`src/hdl/dptt_pkg.sv`:
```
`timescale 1ns / 1ps
// ----------------------------------------------------------------------------
// dptt_pkg
// Shared types and constants of the delayed periodic timer table.
// ----------------------------------------------------------------------------
package dptt_pkg;

  localparam int TIMER_SLOTS_DEF = 32;
  localparam int ID_BASE_DEF     = 100;

  localparam logic [1:0] OP_ADD  = 2'd0;
  localparam logic [1:0] OP_STOP = 2'd1;

  localparam logic [1:0] KIND_ADD_DONE  = 2'd0;
  localparam logic [1:0] KIND_FIRED     = 2'd1;
  localparam logic [1:0] KIND_STOP_DONE = 2'd2;
  localparam logic [1:0] KIND_TICK_DONE = 2'd3;

  typedef struct packed {
    logic [1:0]         operation;
    logic [30:0]        first_delay;
    logic [30:0]        period;
    logic signed [31:0] user_word_a;
    logic signed [31:0] user_word_b;
    logic [7:0]         target_id;
    logic [15:0]        elapsed;
  } in_t;

  typedef struct packed {
    logic [1:0]         kind;
    logic [7:0]         timer_ident;
    logic signed [31:0] out_word_a;
    logic signed [31:0] out_word_b;
    logic               ok;
    logic               last;
  } out_t;

  typedef enum logic [1:0] {
    CMD_ADD,
    CMD_STOP,
    CMD_TICK
  } cmd_kind_e;

  typedef struct packed {
    cmd_kind_e   kind;
    logic        period_zero;
    logic        delay_zero;
    logic [7:0]  stop_slot;
    logic        stop_in_range;
    logic [30:0] first_delay;
    logic [30:0] period;
    logic [31:0] word_a;
    logic [31:0] word_b;
    logic [7:0]  target_id;
    logic [15:0] elapsed;
  } cmd_t;

  typedef struct packed {
    logic [30:0] delay_left;
    logic [30:0] repeat_period;
    logic [30:0] accumulated;
    logic [31:0] word_a;
    logic [31:0] word_b;
  } entry_t;

  localparam int ENTRY_W = $bits(entry_t);

endpackage

```
`src/hdl/dptt_front.sv`:
```
`timescale 1ns / 1ps
// ----------------------------------------------------------------------------
// dptt_front
// Accepts input transactions, decodes them and queues them for the back end.
// ----------------------------------------------------------------------------
module dptt_front
  import dptt_pkg::*;
#(
  parameter int TIMER_SLOTS = TIMER_SLOTS_DEF,
  parameter int ID_BASE     = ID_BASE_DEF
) (
  input  logic clk_i,
  input  logic rst_ni,
  input  logic in_valid_i,
  output logic in_stall_o,
  input  in_t  in_i,
  output logic head_valid_o,
  output cmd_t head_o,
  input  logic pop_i
);

  cmd_t       slot_q [2];
  logic       wr_ptr_q, rd_ptr_q;
  logic [1:0] count_q;
  cmd_t       cmd;
  logic [7:0] diff;
  logic       push;

  always_comb begin
    diff = in_i.target_id - 8'(ID_BASE);
    unique case (in_i.operation)
      OP_ADD:  cmd.kind = CMD_ADD;
      OP_STOP: cmd.kind = CMD_STOP;
      default: cmd.kind = CMD_TICK;
    endcase
    cmd.period_zero   = (in_i.period == '0);
    cmd.delay_zero    = (in_i.first_delay == '0);
    cmd.stop_slot     = diff;
    cmd.stop_in_range = ({1'b0, diff} < 9'(TIMER_SLOTS));
    cmd.first_delay   = in_i.first_delay;
    cmd.period        = in_i.period;
    cmd.word_a        = in_i.user_word_a;
    cmd.word_b        = in_i.user_word_b;
    cmd.target_id     = in_i.target_id;
    cmd.elapsed       = in_i.elapsed;
  end

  assign in_stall_o   = (count_q == 2'd2);
  assign push         = in_valid_i && !in_stall_o;
  assign head_valid_o = (count_q != 2'd0);
  assign head_o       = slot_q[rd_ptr_q];

  always_ff @(posedge clk_i) begin
    if (push) begin
      slot_q[wr_ptr_q] <= cmd;
    end
  end

  always_ff @(posedge clk_i or negedge rst_ni) begin
    if (!rst_ni) begin
      wr_ptr_q <= 1'b0;
      rd_ptr_q <= 1'b0;
      count_q  <= 2'd0;
    end else begin
      if (push) begin
        wr_ptr_q <= !wr_ptr_q;
      end
      if (pop_i) begin
        rd_ptr_q <= !rd_ptr_q;
      end
      count_q <= count_q + 2'(push) - 2'(pop_i);
    end
  end

endmodule

```
`config.mk`:
```
export PLATFORM = sky130hd
export DESIGN_NAME = dptt_front
export DESIGN_NICKNAME = d
export VERILOG_FILES = /design/src/hdl/dptt_pkg.sv /design/src/hdl/dptt_front.sv
export SDC_FILE = /design/constraint.sdc
export NUM_CORES = 1
export LEC_CHECK = 0
export BUFFER_PORTS_ARGS = -buffer_cell sky130_fd_sc_hd__clkbuf_2
export CAP_MARGIN = 25
export CORE_ASPECT_RATIO = 0.9
export CORE_MARGIN = 2
export CORE_UTILIZATION = 59
export CTS_BUF_LIST = sky130_fd_sc_hd__clkbuf_8
export CTS_CLUSTER_DIAMETER = 30
export DETAILED_ROUTE_END_ITERATION = 8
export PLACE_DENSITY = 0.88
export REMOVE_ABC_BUFFERS = 1
export SLEW_MARGIN = 40
export SYNTH_ARGS = -nofsm -noshare
export SYNTH_HDL_FRONTEND = slang
export SYNTH_SLANG_ARGS = --single-unit
export TNS_END_PERCENT = 10
```
`constraint.sdc`:
```
create_clock -name clk_i -period 18.1 [get_ports clk_i]
set_clock_uncertainty 0.15 [all_clocks]
set_input_delay 1.81 -clock clk_i [delete_from_list [all_inputs] [get_ports clk_i]]
set_output_delay 1.81 -clock clk_i [all_outputs]
set_load 0.02 [all_outputs]
```
==> results.py, run 1 <==
metrics = {
    "critical_path": {
        "worstPathArrival_ps": 2880,
        "endpoint": "head_o[2]",
        "crit_start": "rd_ptr_q",
        "reg2reg_to": "slot_q[0][92]",
        "reg2reg_depth": 6,
        "cp_slowest_cell": "dfrtp_4",
        "r2r_setup_slack_ps": 15090,
        "crit_chain": "buf_4 -> mux2_2 -> clkbuf_2",
        "worstReg2RegStart": "count_q[1]",
        "crit_cells": 3,
        "path_max_fanout": 55,
        "crit_type": "flop to output pin",
        "cpPeakStageDelay_ps": 950,
        "cp_data_required_time_ps": 16140,
        "start_kind": "flop",
        "crit_family": "flip-flops",
        "critPathBufInv": 2,
        "end_kind": "output pin",
    },
    "cts": {
        "clock-sinks": 326,
        "cts_buffers": 56,
        "cts_root_buf": "clkbuf_8",
        "cts_buffer_depth": 3,
        "cts_tree": "yes",
        "cts_setup_buffers": 0,
        "clk_pin_slew_ps": 60,
        "cts_resized": 0,
        "htree_levels": 2,
        "hold_buffers": 0,
        "clk_latency_ps": 560,
    },
    "yosys": {
        "synth_area_per_cell_um2": 22.2,
        "ys_top_cells_by_count": "edfxtp_1, mux2_2, mux2_4",
        "synth_cell_type_count": 25,
        "syn_inst": 558,
        "yosysWarnings": 0,
        "synthTopCellsByArea": "edfxtp_1, mux2_4, mux2_2",
        "synth-seq-cells": 326,
        "synth_edf_count": 322,
        "synth_top_area_frac": 0.780,
        "synth.most_common_cell": "edfxtp_1",
        "ys_seq_area_frac": 0.788,
        "synth_ff_type": "edfxtp_1",
        "synthArstFlopShare": 0.0123,
        "syn_area_um2": 12400,
        "synth_top_area_cell": "edfxtp_1",
    },
    "min_path": {
        "worstHoldPathType": "flop to flop",
        "hold_depth": 1,
    },
    "cells_and_area": {
        "diodes": 0,
        "fin_cells": 1248,
        "fin_nets": 1081,
        "utilization": 0.741,
        "area_growth_pct": 23.8,
        "final_area_um2": 15400,
        "drive_gt1_frac": 0.590,
    },
    "place": {
        "dpl_cell_area_um2": 14300,
        "gp_congestion": 0.734,
        "numPortBuffers": 320,
        "place_hpwl_um": 16200,
        "dp_cells": 1149,
    },
    "floorplan": {
        "fp.dieH_um": 142,
        "boundaryPins": 321,
        "row_count": 50,
        "die_w_um": 157,
        "die_area_um2": 22200,
        "start_util": 0.599,
        "coreArea_um2": 20700,
    },
    "status": {
        "status": "finished, final reports clean",
    },
    "timing": {
        "hold_viol": 0,
        "fin_setup_tns_ps": 0,
        "setup_viol": 0,
        "fmax_mhz": 206,
        "slew_viol_final": 0,
        "max_slew.worst_pin.slew_ps": 809,
        "fin_crit_ps": 4840,
        "fin_crit_sh": 0.268,
        "slew_headroom": 0.461,
        "rsz0062_at_grt": "no",
    },
    "global_routing": {
        "grt_pass1_wl_um": 35900,
        "grt_use_met3": 0.0858,
        "top_usage_layer": "met2",
        "grt_pass1_vias": 6917,
        "antenna_found_initial": 0,
        "grt_overflow": 0,
        "grt_max_degree": 76,
        "use_met2": 0.366,
        "grt_usage": 0.213,
        "grt.met1_usage": 0.236,
    },
    "pwr": {
        "leakage_nw": 6.10,
        "total_power_mw": 2.60,
        "irDropWorstVdd_uv": 125,
        "powerDensity_nw_per_um2": 169,
    },
    "routing": {
        "avgViaCountPerCell": 5.23,
        "dr.pass1.iters": 4,
        "routed_wl_um": 24300,
        "drc": 0,
        "vias": 6530,
        "routedWlPerCell_um": 19.4,
        "drtAntennaViolNets": 0,
        "drt_iter0_drc": 319,
    },
    "flow_run": {
        "cap_violations": 0,
    },
}
==> how the worst min path moves through the flow <==
stage	start	endpoint
3_5_place_dp	count_q[0]	count_q[0]
6_report	count_q[0]	count_q[0]
3_3_place_gp	count_q[0]	count_q[0]
2_1_floorplan	wr_ptr_q	wr_ptr_q
5_1_grt	count_q[0]	count_q[0]
4_1_cts	count_q[0]	count_q[0]
==> per-stage QoR <==
step	worst slack, ps	hold WS, ps
detailed placement	13310	368
finish	13260	379
CTS	13200	383
floorplan	8680	311
global route	13100	406
global placement	13170	343
==> registers in the layout (all words and copies together), names as in the netlist <==
name and flops:
rd_ptr_q 1, wr_ptr_q 1, count_q 2, slot_q 322
==> cells in the final DEF, fill, tap and decap left out, drive strengths merged <==
cell type / count
dfrtp: 4
buf: 7
inv: 23
xor2: 3
clkbuf: 377
clkinvlp: 5
nand2: 1
nand2b: 2
clkinv: 14
mux2: 161
nand4: 4
nor2: 3
xnor2: 4
nor3: 3
a21boi: 1
and3: 1
edfxtp: 322
nor2b: 1
nor4: 15
bufinv: 4
ha: 3
and3b: 1
o311ai: 1
or2: 2
==> layer usage <==
metal  vias up  part of all wire
met4         0             0.028
met3        54             0.099
met2       287              0.51
met5         -                 0
met1      3211              0.36
li1       2978                 -
==> report_power, final <==
group | leakage, nW | switching [mW] | internal (mW) | total [mW]
logic | 2.46 | 0.517 | 0.358 | 0.875
registers | 3.04 | 0.0670 | 1.03 | 1.10
clock network | 0.602 | 0.276 | 0.349 | 0.626
total | 6.10 | 0.860 | 1.74 | 2.60
==> cell families after synthesis <==
family                   after synthesis  synth area share
buffers and inverters                 26            0.0153
multiplexers                         161             0.170
adder cells (fa/ha/maj)                3           0.00303
AND/OR/NAND/NOR                       33            0.0162
AO/OA/AOI/OAI                          2           0.00192
flip-flops                           326             0.788
XOR/XNOR                               7           0.00495
==> layout make-up <==
class                   instances  area [um2]
repair buffers                327        1680
flip-flops and latches        326        9770
multi-input cells             206        2450
clock inverters                41         290
clock buffers                  57         785
well taps                     286         358
fillers                      1220        5360
inverters                       5        18.8
Power figures use the tool's default switching activity.
==> inputs of run 2 (changes only) <==
--- a/config.mk
+++ b/config.mk
@@ -9,11 +9,11 @@
 export CAP_MARGIN = 25
 export CORE_ASPECT_RATIO = 0.9
 export CORE_MARGIN = 2
-export CORE_UTILIZATION = 59
+export CORE_UTILIZATION = 49
 export CTS_BUF_LIST = sky130_fd_sc_hd__clkbuf_8
 export CTS_CLUSTER_DIAMETER = 30
 export DETAILED_ROUTE_END_ITERATION = 8
-export PLACE_DENSITY = 0.88
+export PLACE_DENSITY = 0.78
 export REMOVE_ABC_BUFFERS = 1
 export SLEW_MARGIN = 40
 export SYNTH_ARGS = -nofsm -noshare
==> constraint.sdc (replaced) <==
create_clock -name clk_i -period 4.2 [get_ports clk_i]
set_clock_uncertainty 0.15 [all_clocks]
set_input_delay 0.42 -clock clk_i [delete_from_list [all_inputs] [get_ports clk_i]]
set_output_delay 0.42 -clock clk_i [all_outputs]
set_load 0.02 [all_outputs]
==> run 2 against run 1 <==
Combinational power grew to 4.6 times the previous value. Sequential power increased to 4.2 times the previous value. First-iteration DRC count increased by 65%. Sequential share of layout area down 6.6 points. Critical path type unchanged. Clock power increased to 4.8 times the previous value. Register-to-register slack worse by 13000 ps. Final cell count is 18% higher. Global-route usage down 1.7 points. Critical path depth did not move. Largest power group unchanged.
==> results.py, run 2 (synthesis gave the netlist of run 1 again) <==
metrics = {
    "cts": {
        "cts_setup_buffers": 0,
        "cts_buffers": 61,
        "clk_pin_slew_ps": 70,
        "clk_latency_ps": 560,
        "cts_root_buf": "clkbuf_8",
        "clock-sinks": 326,
        "htree_levels": 2,
        "cts_tree": "yes",
        "cts_buffer_depth": 3,
    },
    "routing": {
        "avgViaCountPerCell": 4.87,
        "drc": 0,
        "routed_wl_um": 27100,
        "drtAntennaViolNets": 0,
        "routedWlPerCell_um": 18.5,
        "drt_iter0_drc": 525,
        "vias": 7153,
        "dr.pass1.iters": 4,
    },
    "timing": {
        "fin_crit_ps": 2710,
        "slew_viol_final": 0,
        "max_slew.worst_pin.slew_ps": 655,
        "fin_ws_ps": 1490,
        "fmax_mhz": 368,
        "slew_headroom": 0.563,
        "fin_setup_tns_ps": 0,
        "hold_viol": 0,
        "fin_crit_sh": 0.646,
        "setup_viol": 0,
        "holdWs_ps": 49.3,
        "rsz0062_at_grt": "no",
    },
    "critical_path": {
        "crit_type": "flop to output pin",
        "critPathBufInv": 2,
        "cpPeakStageDelay_ps": 440,
        "cp_slowest_cell": "dfrtp_4",
        "path_max_fanout": 86,
        "crit_chain": "buf_12 -> mux2_2 -> clkbuf_2",
        "start_kind": "flop",
        "crit_family": "buffers and inverters",
        "cp_data_required_time_ps": 3630,
        "end_kind": "output pin",
        "worstPathArrival_ps": 2140,
    },
    "cells_and_area": {
        "fin_cells": 1468,
        "regMostFlops": "slot_q",
        "largest_reg_flops": 322,
        "final_cell_mix": "edfxtp_1, clkbuf_2, dlygate4sd3_1",
        "top_regs": "slot_q: 322 flops, count_q: 2 flops",
        "final_area_um2": 17100,
        "fin_nets": 1238,
        "area_growth_pct": 38.3,
        "final_common_cell": "edfxtp_1",
        "diodes": 0,
        "drive_gt1_frac": 0.513,
        "utilization": 0.686,
    },
    "place": {
        "preCtsSetupSlack_ps": 1970,
        "place_hpwl_um": 15500,
        "dpl_cell_area_um2": 14400,
        "gp_congestion": 0.747,
        "dp_cells": 1205,
        "numPortBuffers": 320,
    },
    "floorplan": {
        "die_w_um": 172,
        "start_util": 0.496,
        "fp.dieH_um": 155,
        "boundaryPins": 321,
        "row_count": 55,
        "coreArea_um2": 25000,
        "die_area_um2": 26600,
    },
    "flow_run": {
        "cap_violations": 0,
    },
    "pwr": {
        "total_power_mw": 11.7,
        "irDropWorstVdd_uv": 641,
        "powerDensity_nw_per_um2": 683,
        "leakage_nw": 6.82,
    },
    "global_routing": {
        "grt_overflow": 0,
        "antenna_found_initial": 0,
        "grt_pass1_wl_um": 40200,
        "grt_usage": 0.196,
        "grt_max_degree": 87,
        "grt_pass1_vias": 7846,
    },
    "status": {
        "status": "finished, final reports clean",
    },
    "min_path": {
        "worstHoldPathType": "input port to flop",
    },
}
[run 2: cell types whose count changed in the layout (fill, tap and decap cells not counted)]
| cell | before | now |
|---|---|---|
| buf_8 | 1 | 0 |
| clkinvlp_4 | 5 | 6 |
| inv_1 | 23 | 22 |
| buf_4 | 2 | 1 |
| clkinv_2 | 6 | 7 |
| buf_6 | 4 | 0 |
| clkinv_1 | 7 | 9 |
| buf_12 | 0 | 5 |
| bufinv_16 | 4 | 5 |
| clkbuf_8 | 57 | 65 |
| dlygate4sd3_1 | 0 | 153 |
[run 2: layout make-up]
| type | count | area [um2] |
|---|---|---|
| Sequential cell | 326 | 9770 |
| Fill cell | 1596 | 7840 |
| Timing Repair Buffer | 479 | 3240 |
| Multi-Input combinational cell | 206 | 2450 |
| Clock buffer | 65 | 895 |
| Tap cell | 342 | 428 |
| Clock inverter | 45 | 337 |
| Inverter | 5 | 18.8 |
[run 2: worst register-to-register path, stage by stage, from the launching register on]
cell	delay, ps
dfrtp_1	400
nand2b_1	130
and3_4	570
buf_4	590
[run 2: path summary, 6_finish.rpt]
check	from	end	slack, ps	cells past startpoint
setup / recovery	rd_ptr_q	head_o[160]	1490	3
hold / removal	in_i[150]	slot_q[1][161]	50	2
setup reg to reg	count_q[1]	slot_q[1][159]	1950	3
hold reg to reg	count_q[0]	count_q[0]	380	1
max in group asynchronous	rst_ni	rd_ptr_q	3690	2
min in group asynchronous	rst_ni	rd_ptr_q	60	2
[run 2: per-layer routing]
| metal | global-route usage | routed length, um |
|---|---|---|
| met4 | 0.0738 | 719 |
| met2 | 0.359 | 14400 |
| met5 | 0 | 0 |
| met1 | 0.218 | 10200 |
| met3 | 0.0506 | 1820 |
[run 2: where the power goes]
group | internal, mW | leakage (nW) | switching [mW]
logic | 1.67 | 3.11 | 2.39
clock network | 1.74 | 0.675 | 1.28
registers | 4.46 | 3.04 | 0.188
total | 7.86 | 6.82 | 3.86
[run 2: what timing repair did]
item	in CTS	in global routing
hold endpoints to repair	309	0
hold buffers	153	0
gates resized for setup	0	0
